$ cat config.mk
export PLATFORM = sky130hd
export DESIGN_NAME = sensor_plausibility_fault_latch
export DESIGN_NICKNAME = d
export VERILOG_FILES = /design/src/hdl/spfl_pkg.sv /design/src/hdl/spfl_check.sv /design/src/hdl/sensor_plausibility_fault_latch.sv
export SDC_FILE = /design/constraint.sdc
export NUM_CORES = 1
export LEC_CHECK = 0
export BUFFER_PORTS_ARGS = -buffer_cell sky130_fd_sc_hd__buf_2
export CAP_MARGIN = 25
export CORE_MARGIN = 2
export CORE_UTILIZATION = 60
export CTS_BUF_LIST = sky130_fd_sc_hd__clkbuf_16
export CTS_CLUSTER_SIZE = 24
export DETAILED_ROUTE_END_ITERATION = 12
export PLACE_DENSITY = 0.8
export RECOVER_POWER = 100
export SYNTH_ARGS = -nofsm -noshare
export SYNTH_HDL_FRONTEND = slang
export SYNTH_HIERARCHICAL = 1
export SYNTH_SLANG_ARGS = --single-unit
$ cat constraint.sdc
create_clock -name clk -period 7.35 [get_ports clk]
set_input_delay 1.1025 -clock clk [delete_from_list [all_inputs] [get_ports clk]]
set_output_delay 1.1025 -clock clk [all_outputs]
set_load 0.02 [all_outputs]
$ cat src/hdl/spfl_pkg.sv
// ----------------------------------------------------------------------------
// spfl_pkg
// Types and constants shared by the sensor plausibility check and fault latch.
// ----------------------------------------------------------------------------
package spfl_pkg;

	localparam int SAMPLE_W = 24;	// signed Q.8 sample width
	localparam int COUNT_W  = 8;	// bad run counter width
	localparam int LIMIT_W  = 23;	// window and step register width
	localparam int FCYC_W   = 8;	// fault_cycles register width
	localparam int REL_W    = 24;	// relative speed width
	localparam int PEDAL_W  = 8;
	localparam int STEER_W  = 16;
	localparam int CFG_IDX_W = 3;

	// signed working width, wide enough for a difference of two samples
	localparam int EXT_W = ((SAMPLE_W > LIMIT_W) ? SAMPLE_W : LIMIT_W) + 3;
	// width in which the counter is compared with fault_cycles
	localparam int CMP_W = (COUNT_W > FCYC_W) ? COUNT_W : FCYC_W;

	typedef enum logic [CFG_IDX_W-1:0] {
		REG_DIST_LO        = 3'd0,
		REG_DIST_HI        = 3'd1,
		REG_SPEED_MAX      = 3'd2,
		REG_DIST_STEP_MAX  = 3'd3,
		REG_SPEED_STEP_MAX = 3'd4,
		REG_FAULT_CYCLES   = 3'd5
	} spfl_reg_t;

	typedef struct packed {
		logic signed [SAMPLE_W-1:0] distance;
		logic signed [SAMPLE_W-1:0] ego_speed;
		logic signed [SAMPLE_W-1:0] target_speed;
		logic [PEDAL_W-1:0]         pedal;
		logic signed [STEER_W-1:0]  steer;
	} spfl_sample_t;

	typedef struct packed {
		logic [LIMIT_W-1:0] dist_lo;
		logic [LIMIT_W-1:0] dist_hi;
		logic [LIMIT_W-1:0] speed_max;
		logic [LIMIT_W-1:0] distance_step_max;
		logic [LIMIT_W-1:0] speed_step_max;
		logic [FCYC_W-1:0]  fault_cycles;
	} spfl_cfg_t;

	typedef struct packed {
		logic signed [SAMPLE_W-1:0] last_distance;
		logic signed [SAMPLE_W-1:0] last_ego_speed;
		logic signed [SAMPLE_W-1:0] last_target_speed;
		logic                       first_sample;
	} spfl_hist_t;

	typedef struct packed {
		logic [LIMIT_W-1:0]        distance;
		logic [LIMIT_W-1:0]        ego_speed;
		logic [LIMIT_W-1:0]        target_speed;
		logic signed [REL_W-1:0]   relative_speed;
		logic [PEDAL_W-1:0]        pedal;
		logic signed [STEER_W-1:0] steer;
		logic                      fault;
	} spfl_result_t;

endpackage

$ cat src/hdl/spfl_check.sv
// ----------------------------------------------------------------------------
// spfl_check
// Window and step checks, clamping and bad run count update for one sample.
// ----------------------------------------------------------------------------
module spfl_check
	import spfl_pkg::*;
(
	input  spfl_sample_t       sample,
	input  spfl_hist_t         hist,
	input  spfl_cfg_t          cfg,
	input  logic [COUNT_W-1:0] count,
	output logic [COUNT_W-1:0] count_next,
	output spfl_result_t       result
);

	logic signed [EXT_W-1:0] dist_x, ego_x, tgt_x;
	logic signed [EXT_W-1:0] rmin_x, rmax_x, smax_x, dlim_x, slim_x;
	logic signed [EXT_W-1:0] d_diff, e_diff, t_diff;
	logic signed [EXT_W-1:0] d_lo, e_lo, t_lo, d_c, e_c, t_c;
	logic                    win_bad, step_bad, bad;
	logic [CMP_W-1:0]        cnt_x, fcyc_x;

	always_comb begin
		dist_x = EXT_W'(sample.distance);
		ego_x  = EXT_W'(sample.ego_speed);
		tgt_x  = EXT_W'(sample.target_speed);
		rmin_x = $signed(EXT_W'(cfg.dist_lo));
		rmax_x = $signed(EXT_W'(cfg.dist_hi));
		smax_x = $signed(EXT_W'(cfg.speed_max));
		dlim_x = $signed(EXT_W'(cfg.distance_step_max));
		slim_x = $signed(EXT_W'(cfg.speed_step_max));

		// sign bit marks a negative speed
		win_bad = (dist_x < rmin_x) || (dist_x > rmax_x) ||
			ego_x[EXT_W-1] || (ego_x > smax_x) ||
			tgt_x[EXT_W-1] || (tgt_x > smax_x);

		d_diff = dist_x - EXT_W'(hist.last_distance);
		e_diff = ego_x - EXT_W'(hist.last_ego_speed);
		t_diff = tgt_x - EXT_W'(hist.last_target_speed);
		// |diff| > lim, without taking the magnitude
		step_bad = !hist.first_sample && (
			(d_diff > dlim_x) || (d_diff < -dlim_x) ||
			(e_diff > slim_x) || (e_diff < -slim_x) ||
			(t_diff > slim_x) || (t_diff < -slim_x));

		bad = win_bad || step_bad;

		if (!bad)
			count_next = '0;
		else if (count == {COUNT_W{1'b1}})
			count_next = count;
		else
			count_next = count + 1'b1;

		// low bound first, then high bound: crossed window yields the high bound
		d_lo = (dist_x < rmin_x) ? rmin_x : dist_x;
		d_c  = (d_lo > rmax_x) ? rmax_x : d_lo;
		e_lo = ego_x[EXT_W-1] ? '0 : ego_x;
		e_c  = (e_lo > smax_x) ? smax_x : e_lo;
		t_lo = tgt_x[EXT_W-1] ? '0 : tgt_x;
		t_c  = (t_lo > smax_x) ? smax_x : t_lo;

		cnt_x  = CMP_W'(count_next);
		fcyc_x = CMP_W'(cfg.fault_cycles);

		result.distance       = d_c[LIMIT_W-1:0];
		result.ego_speed      = e_c[LIMIT_W-1:0];
		result.target_speed   = t_c[LIMIT_W-1:0];
		result.relative_speed = REL_W'(e_c[LIMIT_W-1:0]) - REL_W'(t_c[LIMIT_W-1:0]);
		result.pedal          = sample.pedal;
		result.steer          = sample.steer;
		result.fault          = (cnt_x >= fcyc_x);
	end

endmodule

$ cat src/hdl/sensor_plausibility_fault_latch.sv
// ----------------------------------------------------------------------------
// sensor_plausibility_fault_latch
// Range and rate-of-change plausibility check with a saturating fault latch.
// ----------------------------------------------------------------------------
//  channel   handshake              payload
//  input     in_valid / in_ready    distance_in .. steer_in
//  result    out_valid / out_ready  distance_out .. confidence
//  config    cfg_valid / cfg_ready  cfg_index, cfg_data
//
//  A taken input request passes the input register, then the check logic into
//  the result register. One request per cycle sustained while out_ready is high.
//  Input stage advances whenever the result register is empty or being taken;
//  while a result is held, stage 1 takes at most one more request and in_ready
//  then stays low until the result is taken. cfg_ready is always high.
//  Reset restores register defaults, clears history and the bad run count.
// ----------------------------------------------------------------------------
module sensor_plausibility_fault_latch
	import spfl_pkg::*;
(
	input  logic                       clk,
	input  logic                       arst_n,

	input  logic                       in_valid,
	output logic                       in_ready,
	input  logic signed [SAMPLE_W-1:0] distance_in,
	input  logic signed [SAMPLE_W-1:0] ego_speed_in,
	input  logic signed [SAMPLE_W-1:0] target_speed_in,
	input  logic [PEDAL_W-1:0]         pedal_in,
	input  logic signed [STEER_W-1:0]  steer_in,

	output logic                       out_valid,
	input  logic                       out_ready,
	output logic [LIMIT_W-1:0]         distance_out,
	output logic [LIMIT_W-1:0]         ego_speed_out,
	output logic [LIMIT_W-1:0]         target_speed_out,
	output logic signed [REL_W-1:0]    relative_speed,
	output logic [PEDAL_W-1:0]         pedal_out,
	output logic signed [STEER_W-1:0]  steer_out,
	output logic                       fault_flag,
	output logic                       confidence,

	input  logic                       cfg_valid,
	output logic                       cfg_ready,
	input  logic [CFG_IDX_W-1:0]       cfg_index,
	input  logic [LIMIT_W-1:0]         cfg_data
);

	spfl_cfg_t          cfg_q;
	spfl_hist_t         hist_q;
	logic [COUNT_W-1:0] count_q, count_next;
	spfl_sample_t       sample_s1;
	logic               valid_s1;
	spfl_result_t       result, result_q;
	logic               out_valid_q;
	logic               adv_s1;

	assign cfg_ready = 1'b1;
	assign adv_s1    = valid_s1 && (!out_valid_q || out_ready);
	assign in_ready  = !valid_s1 || adv_s1;

	always_ff @(posedge clk or negedge arst_n) begin
		if (!arst_n) begin
			cfg_q.dist_lo           <= LIMIT_W'(128);
			cfg_q.dist_hi           <= LIMIT_W'(76800);
			cfg_q.speed_max         <= LIMIT_W'(12800);
			cfg_q.distance_step_max <= LIMIT_W'(2560);
			cfg_q.speed_step_max    <= LIMIT_W'(512);
			cfg_q.fault_cycles      <= FCYC_W'(3);
		end else if (cfg_valid) begin
			case (cfg_index)
				REG_DIST_LO:        cfg_q.dist_lo           <= cfg_data;
				REG_DIST_HI:        cfg_q.dist_hi           <= cfg_data;
				REG_SPEED_MAX:      cfg_q.speed_max         <= cfg_data;
				REG_DIST_STEP_MAX:  cfg_q.distance_step_max <= cfg_data;
				REG_SPEED_STEP_MAX: cfg_q.speed_step_max    <= cfg_data;
				REG_FAULT_CYCLES:   cfg_q.fault_cycles      <= cfg_data[FCYC_W-1:0];
				default: ;
			endcase
		end
	end

	// input register
	always_ff @(posedge clk or negedge arst_n) begin
		if (!arst_n) begin
			valid_s1 <= 1'b0;
		end else if (in_ready) begin
			valid_s1 <= in_valid;
		end
	end

	always_ff @(posedge clk) begin
		if (in_valid && in_ready) begin
			sample_s1.distance     <= distance_in;
			sample_s1.ego_speed    <= ego_speed_in;
			sample_s1.target_speed <= target_speed_in;
			sample_s1.pedal        <= pedal_in;
			sample_s1.steer        <= steer_in;
		end
	end

	spfl_check u_check (
		.sample     (sample_s1),
		.hist       (hist_q),
		.cfg        (cfg_q),
		.count      (count_q),
		.count_next (count_next),
		.result     (result)
	);

	// history and counter move only when the sample leaves stage 1
	always_ff @(posedge clk or negedge arst_n) begin
		if (!arst_n) begin
			hist_q  <= '{default: '0, first_sample: 1'b1};
			count_q <= '0;
		end else if (adv_s1) begin
			hist_q.last_distance     <= sample_s1.distance;
			hist_q.last_ego_speed    <= sample_s1.ego_speed;
			hist_q.last_target_speed <= sample_s1.target_speed;
			hist_q.first_sample      <= 1'b0;
			count_q                  <= count_next;
		end
	end

	always_ff @(posedge clk or negedge arst_n) begin
		if (!arst_n) begin
			out_valid_q <= 1'b0;
		end else if (adv_s1) begin
			out_valid_q <= 1'b1;
		end else if (out_ready) begin
			out_valid_q <= 1'b0;
		end
	end

	always_ff @(posedge clk) begin
		if (adv_s1) begin
			result_q <= result;
		end
	end

	assign out_valid        = out_valid_q;
	assign distance_out     = result_q.distance;
	assign ego_speed_out    = result_q.ego_speed;
	assign target_speed_out = result_q.target_speed;
	assign relative_speed   = result_q.relative_speed;
	assign pedal_out        = result_q.pedal;
	assign steer_out        = result_q.steer;
	assign fault_flag       = result_q.fault;
	assign confidence       = !result_q.fault;

endmodule
==> summary.md, run 1 <==
| Metric | Value |
|---|---|
| Post-CTS Hold Fix Bufs | `0` |
| Cell Pwr Density | `321 nW/µm²` |
| Top_reg_cell synth | `edfxtp_1` |
| Clock latency at the later pin of the worst-skew pair | `580 ps` |
| Mean Syn Cell Area | `11.2 µm²` |
| Synth warn | `6` |
| Crit. Startpoint | `sample_s1[52]$_DFFE_PP_` |
| Post-synth cell types | `80` |
| Die height | `223 µm` |
| Asr flop ratio synth | `49.0%` |
| Sw power | `3.93 mW` |
| Antenna viol nets, final | `0` |
| Num CTS Buffers | `47` |
| Clock power frac | `22.5%` |
| Highest Clock Rate | `142 MHz` |
| Count leader, synth | `ha_1` |
| Worst Path Required | `7680 ps` |
| Pin count of the biggest net entering global routing | `75` |
| EDFF count, synth | `214` |
| Clock sink total | `420` |
| Leakage | `14.3 nW` |
| Io pins | `249` |
| Buffers & Inverters on Critical Path | `1` |
| Critical path capture point type | `register` |
| MaxCap Viol Count | `13` |
| Sw Ratio | `38.3%` |
| Flop-to-flop setup slack | `300 ps` |
| Area leader, netlist | `edfxtp_1` |
| Area grow syn2layout | `11.2%` |
| DRC | `0` |
| Mapped Area | `28800 µm²` |
| Via count | `21100` |
| Area of the core | `47500 µm²` |
| Hold Crit Class | `register to register` |
| Finished Layout Cells | `3498` |
| First-pass GRT wire length | `117000 µm` |
| DRT iter0 DRCs | `1599` |
| Vias in the first global route | `21200` |
| Crit path top cell by count | `a21oi_1` |
| Worst Tran Pin Value | `4310 ps` |
| Cell internal pwr | `6.32 mW` |
| Worst setup SP type | `register` |
| Die ar. | `49700 µm²` |
| Slowest stage delay, CP | `520 ps` |
| Syn nets | `3122` |
| Avg WL per Cell | `21.6 µm` |
| Sequential share of the synthesized area | `40.3%` |
| Fin. max-slew vios | `600` |
| Fin crit period | `7050 ps` |
| Final hold violations | `0` |
| Power share of the sequential group | `32.3%` |
| Setup violators final | `0` |
| Clock skew | `20.9 ps` |
| Rows | `80` |
| Critical R2R Launch | `sample_s1[52]$_DFFE_PP_` |
| Clock transition at path regs | `60 ps` |
| Starting density of the core | `60.5%` |
| Largest cells by area after synthesis | `edfxtp_1 22%, ha_1 18%, dfrtp_1 17%, mux2_2 10%, inv_1 3.0%` |
| Top Family by Delay on Critical Path | `compound AO/OA/AOI/OAI gates` |
| DP Area | `30700 µm²` |
| Drt via density | `6.04` |
| Layout net count | `3386` |
| Worst reg2reg endpoint | `fault_flag$_DFFE_PP_` |
| H-tree depth | `2` |
| Drt pass-1 iters | `5` |
| Cell count after placement | `3407` |
| CP Capture Point | `fault_flag$_DFFE_PP_` |
| CP max FO | `4` |
| Routed Wire Length | `75600 µm` |
| Grt total ovfl | `0` |
| Slew HR | `-187%` |
| Initial antenna violation count | `2` |
| Worst Path Arrival | `7380 ps` |
| Final Cycle Share | `96.0%` |
| DP Wirelength | `58800 µm` |
| Total Routing Usage GR | `30.2%` |
| CTS max path bufs | `3` |
| RePlAce Congestion | `0.958` |
| Failing checks | `capacitance limit, slew limit` |
| Maximum VDD drop | `315 µV` |
| Stages on worst setup path | `31` |
| Root Buffer | `clkbuf_16` |
| Synth cell count leaders | `412 x ha_1, 266 x mux2_2, 230 x inv_1` |
| Setup CP Type | `register to register` |
| Mapped Cells | `2579` |
| Die width | `223 µm` |
| Slowest stage cell, crit path | `or4_1` |
| Share of the synthesized area in the top cell type | `22.3%` |
| Reg2Reg Depth | `31` |
| Layout cells sized above 1 | `17.1%` |
| CTS tree | `yes` |
| FF+latch count, synth | `420` |
| Combinational share of power | `45.2%` |
| Status | `finished, violations left` |
| IO Port Bufs | `247` |
| Post-route cell area | `32000 µm²` |
## how the worst min path moves through the flow
stage                       startpoint  cells past startpoint                endpoint
6_report       sample_s1[17]$_DFFE_PP_                      0  pedal_out[1]$_DFFE_PP_
3_5_place_dp    sample_s1[7]$_DFFE_PP_                      0  steer_out[7]$_DFFE_PP_
2_1_floorplan     valid_s1$_DFFE_PN0P_                      1   out_valid$_DFFE_PN0P_
3_3_place_gp   sample_s1[17]$_DFFE_PP_                      0  pedal_out[1]$_DFFE_PP_
4_1_cts        sample_s1[17]$_DFFE_PP_                      0  pedal_out[1]$_DFFE_PP_
5_1_grt        sample_s1[17]$_DFFE_PP_                      0  pedal_out[1]$_DFFE_PP_
## kinds of logic (layout without fill, tap and decap cells)
kind of cell | after synthesis | in the layout | share of synthesized area [%]
AO/OA/AOI/OAI | 493 | 493 | 11.4
buffers and inverters | 293 | 595 | 4.35
multiplexers | 321 | 321 | 12.4
other | 1 | 3 | 0.0130
flip-flops | 420 | 420 | 40.3
adder cells (fa/ha/maj) | 416 | 416 | 18.2
XOR/XNOR | 119 | 119 | 3.62
AND/OR/NAND/NOR | 516 | 516 | 9.66
## layer usage
layer	routed length (µm)	global-route usage, %	up-vias
met3	5470	6.66	122
li1	-	-	10100
met2	34000	47.1	676
met1	33800	41.7	10200
met5	0	0	-
met4	2370	10.5	0
## worst reg2reg max path, delay by kind of cell, from the launching register on
kind                       cells  cell delay, ps
AOI/OAI and AO/OA             16            3580
and+or+nand+nor               10            1470
adders and majority gates      3             920
DFF                            1             430
xor gates and xnor gates       1             190
buffers and inverters          1             190
## flip-flops by register name, indices dropped and copies added (netlist names)
name / count
count_q: 8
cfg_q: 123
steer_out: 16
ego_speed_out: 23
out_valid: 1
relative_speed: 24
pedal_out: 8
distance_out: 23
sample_s1: 96
hist_q: 73
fault_flag: 1
target_speed_out: 23
valid_s1: 1
## cell type report
| type | instances | area (µm²) |
|---|---|---|
| Tap cell | 615 | 769 |
| Sequential cell | 420 | 11600 |
| Inverter | 230 | 865 |
| Clock inverter | 38 | 274 |
| Fill cell | 3666 | 15600 |
| Timing Repair Buffer | 278 | 1270 |
| Clock buffer | 49 | 1230 |
| Multi-Input combinational cell | 1866 | 16000 |
| Antenna cell | 2 | 5.00 |
## per-stage QoR
stage / utilization (%) / TNS, ps / hold slack (ps) / total power, mW / worst slack [ps]
2_1_floorplan: - / 0 / 457 / 6.57 / 1070
3_3_place_gp: 64.6 / 0 / 400 / 7.75 / 318
3_5_place_dp: 64.6 / 0 / 405 / 7.88 / 110
4_1_cts: 67.7 / 0 / 415 / 10.3 / 66.5
5_1_grt: 67.3 / -34.6 / 423 / 10.9 / -34.6
6_report: 67.3 / 0 / 412 / 10.3 / 297
## power groups by stage
stage / Clock, mW / Combinational (mW) / Sequential (mW)
6_report: 2.31 / 4.64 / 3.31
5_1_grt: 2.43 / 5.12 / 3.37
4_1_cts: 2.35 / 4.60 / 3.30
3_5_place_dp: 0 / 4.54 / 3.34
3_3_place_gp: 0 / 4.43 / 3.32
2_1_floorplan: 0 / 3.15 / 3.42
## cells in the final DEF, fill, tap and decap left out, drive strengths merged, types with 76 or more instances in the layout
| cell | instances |
|---|---|
| mux2 | 292 |
| xnor2 | 90 |
| inv | 252 |
| nor2 | 96 |
| nand2 | 86 |
| edfxtp | 214 |
| a21oi | 138 |
| dfrtp | 192 |
| o21ai | 84 |
| a21o | 80 |
| buf | 131 |
| ha | 412 |
| clkbuf | 196 |
| nor2b | 76 |
## repair_timing
| item | CTS | global route |
|---|---|---|
| buffers inserted | 0 | 1 |
| endpoints found under the setup margin | 0 | 1 |
| gates resized for setup | 0 | 13 |
(Power assumes the default switching activity.)
==> inputs of run 2 (changes only) <==
- CORE_ASPECT_RATIO: default -> 2
==> summary.md, run 2 (synthesis results as in run 1) <==
| Metric | Value |
|---|---|
| IO Port Bufs | `247` |
| CP max FO | `21` |
| Starting density of the core | `60.7%` |
| Routed Wire Length | `85000 µm` |
| Leakage | `14.4 nW` |
| Drt via density | `6.16` |
| Fill cells | `3609` |
| Num CTS Buffers | `40` |
| Highest Clock Rate | `141 MHz` |
| Drt pass-1 iters | `6` |
| Setup CP Type | `register to register` |
| CTS max path bufs | `3` |
| DRT iter0 DRCs | `1191` |
| H-tree depth | `2` |
| Cell count after placement | `3476` |
| DRC | `0` |
| Slowest stage cell, crit path | `nor2_1` |
| Combinational share of power | `47.5%` |
| Io pins | `249` |
| Setup violators final | `0` |
| Slowest stage delay, CP | `800 ps` |
| WHS | `412 ps` |
| Die width | `159 µm` |
| Met2 WL | `46400 µm` |
| Fin. max-slew vios | `546` |
| Top Registers | `cfg_q: 123 flops, sample_s1: 96 flops, hist_q: 73 flops` |
| Pin count of the biggest net entering global routing | `76` |
| Antenna viol nets, final | `0` |
| Vias in the first global route | `23500` |
| Via count | `21900` |
| Worst-path cell chain | `buf_12 > nor2b_1 > ha_1 > nand4_1 > nor2_1 > o32ai_1 > nor2_1 > clkbuf_1 > mux2i_1 > ha_1 > or3_1 > o31ai_1 > a21oi_1 > o221a_2 > a31o_2 > o41ai_1 > o21ai_0 > a21o_1 > a21oi_1` |
| Area grow syn2layout | `12.0%` |
| Commonest non-fill, non-tap cells in the layout | `412 x ha_1, 243 x mux2_2, 236 x inv_1` |
| Initial antenna violation count | `1` |
| Finished Layout Cells | `3552` |
| Worst Tran Pin Value | `4270 ps` |
| Layout net count | `3430` |
| Most common cell after layout, fill and taps aside | `ha_1` |
| Layout cells sized above 1 | `18.7%` |
| Worst Path Required | `7780 ps` |
| MaxCap Viol Count | `12` |
| Clock latency at the later pin of the worst-skew pair | `580 ps` |
| CTS tree | `yes` |
| Cell Pwr Density | `319 nW/µm²` |
| Die height | `314 µm` |
| Clock power frac | `20.2%` |
| Met3 wire length | `2960 µm` |
| Maximum VDD drop | `309 µV` |
| Routed met1 length | `27400 µm` |
| Sw Ratio | `40.0%` |
| Worst Path Arrival | `7530 ps` |
| Slew HR | `-185%` |
| Cell internal pwr | `6.16 mW` |
| Top layer reached by signal wires | `met4` |
| Avg WL per Cell | `23.9 µm` |
| First-pass GRT wire length | `129000 µm` |
| Area occupied by multi-input gates | `16000 µm²` |
| Clock transition at path regs | `70 ps` |
| Clock skew | `23.0 ps` |
| RePlAce Congestion | `0.970` |
| Worst setup SP type | `register` |
| Largest Register | `cfg_q` |
| Die ar. | `49800 µm²` |
| Grt total ovfl | `0` |
| Hold Crit Class | `register to register` |
| Total Routing Usage GR | `33.9%` |
| Area of the core | `47400 µm²` |
| DP Wirelength | `67900 µm` |
| FF/Latch Area | `11600 µm²` |
| Rows | `113` |
| Final hold violations | `0` |
| Root Buffer | `clkbuf_16` |
| Status | `finished, violations left` |
| Top Family by Delay on Critical Path | `compound AO/OA/AOI/OAI gates` |
| Buffers & Inverters on Critical Path | `2` |
| Failing checks | `capacitance limit, slew limit` |
| Power share of the sequential group | `32.3%` |
| Critical path capture point type | `register` |
| Final Cycle Share | `96.6%` |
| Sw power | `4.11 mW` |
| Max FFs per register | `123` |
| Fin crit period | `7100 ps` |
| Clock sink total | `420` |
## run 2: cell types whose count changed in the layout (fill, tap and decap cells not counted), sizes merged
cell,change
inv,-12
clkinv,+1
diode,-1
clkinvlp,+7
bufinv,-4
clkbuf,-6
buf,+52
## run 2: worst register-to-register path, cell delays in order, from the launching register on
cell and delay (ps):
edfxtp_1 670, buf_12 290, nor2b_1 290, ha_1 200, nand4_1 160, nor2_1 520, o32ai_1 170, nor2_1 800
clkbuf_1 520, mux2i_1 160, ha_1 250, or3_1 410, o31ai_1 570, a21oi_1 250, o221a_2 340, a31o_2 270
o41ai_1 430, o21ai_0 270, a21o_1 230, a21oi_1 160
## run 2: cell type report
type / instances / share of cell area [%]
Clock buffer: 44 / 3.42
Tap cell: 632 / 2.45
Sequential cell: 420 / 36.0
Timing Repair Buffer: 329 / 5.16
Clock inverter: 30 / 0.586
Antenna cell: 1 / 0.00776
Inverter: 230 / 2.68
Multi-Input combinational cell: 1866 / 49.7
## run 2: power by group through the flow
| stage | sequential [mW] | combinational [mW] | clock (mW) |
|---|---|---|---|
| 6_report | 3.32 | 4.88 | 2.07 |
| 5_1_grt | 3.37 | 5.32 | 2.18 |
| 4_1_cts | 3.31 | 4.85 | 2.10 |
| 3_5_place_dp | 3.35 | 4.80 | 0 |
| 3_3_place_gp | 3.33 | 4.66 | 0 |
| 2_1_floorplan | 3.42 | 3.15 | 0 |
## run 2: layer usage
layer	vias to the layer above	track usage (%)
met4	0	27.8
met5	-	0
met2	756	66.7
li1	10100	-
met3	311	3.51
met1	10700	30.8
## run 2: per-stage QoR
stage / area, µm² / worst slack [ps] / utilization [%] / setup TNS [ps] / total power, mW
after floorplan: 28800 / 1070 / - / 0 / 6.57
after global placement: 31100 / 148 / 65.7 / 0 / 7.99
after detailed placement: 31100 / 123 / 65.7 / 0 / 8.15
after CTS: 32400 / 67.6 / 68.4 / 0 / 10.3
after global routing: 32200 / -28.3 / 68.0 / -28.3 / 10.9
final: 32200 / 250 / 68.0 / 0 / 10.3
## run 2: final timing paths
path	endpoint	start	depth (start not counted)	slack, ps
setup / recovery	relative_speed[23]$_DFFE_PP_	sample_s1[47]$_DFFE_PP_	19	250
hold / removal	steer_out[13]$_DFFE_PP_	sample_s1[13]$_DFFE_PP_	0	410
setup reg to reg	relative_speed[23]$_DFFE_PP_	sample_s1[47]$_DFFE_PP_	19	250
hold reg to reg	steer_out[13]$_DFFE_PP_	sample_s1[13]$_DFFE_PP_	0	410
max in group asynchronous	hist_q[44]$_DFFE_PN0P_	arst_n	2	1830
min in group asynchronous	cfg_q[103]$_DFFE_PN0P_	arst_n	1	2020
## run 2: repair_timing
| item | 4_1_cts | 5_1_grt |
|---|---|---|
| gates resized for setup | 0 | 16 |
| buffers inserted | 0 | 1 |
| endpoints found under the setup margin | 0 | 1 |
| hold buffers | 0 | 0 |
| hold endpoints to repair | 0 | 0 |
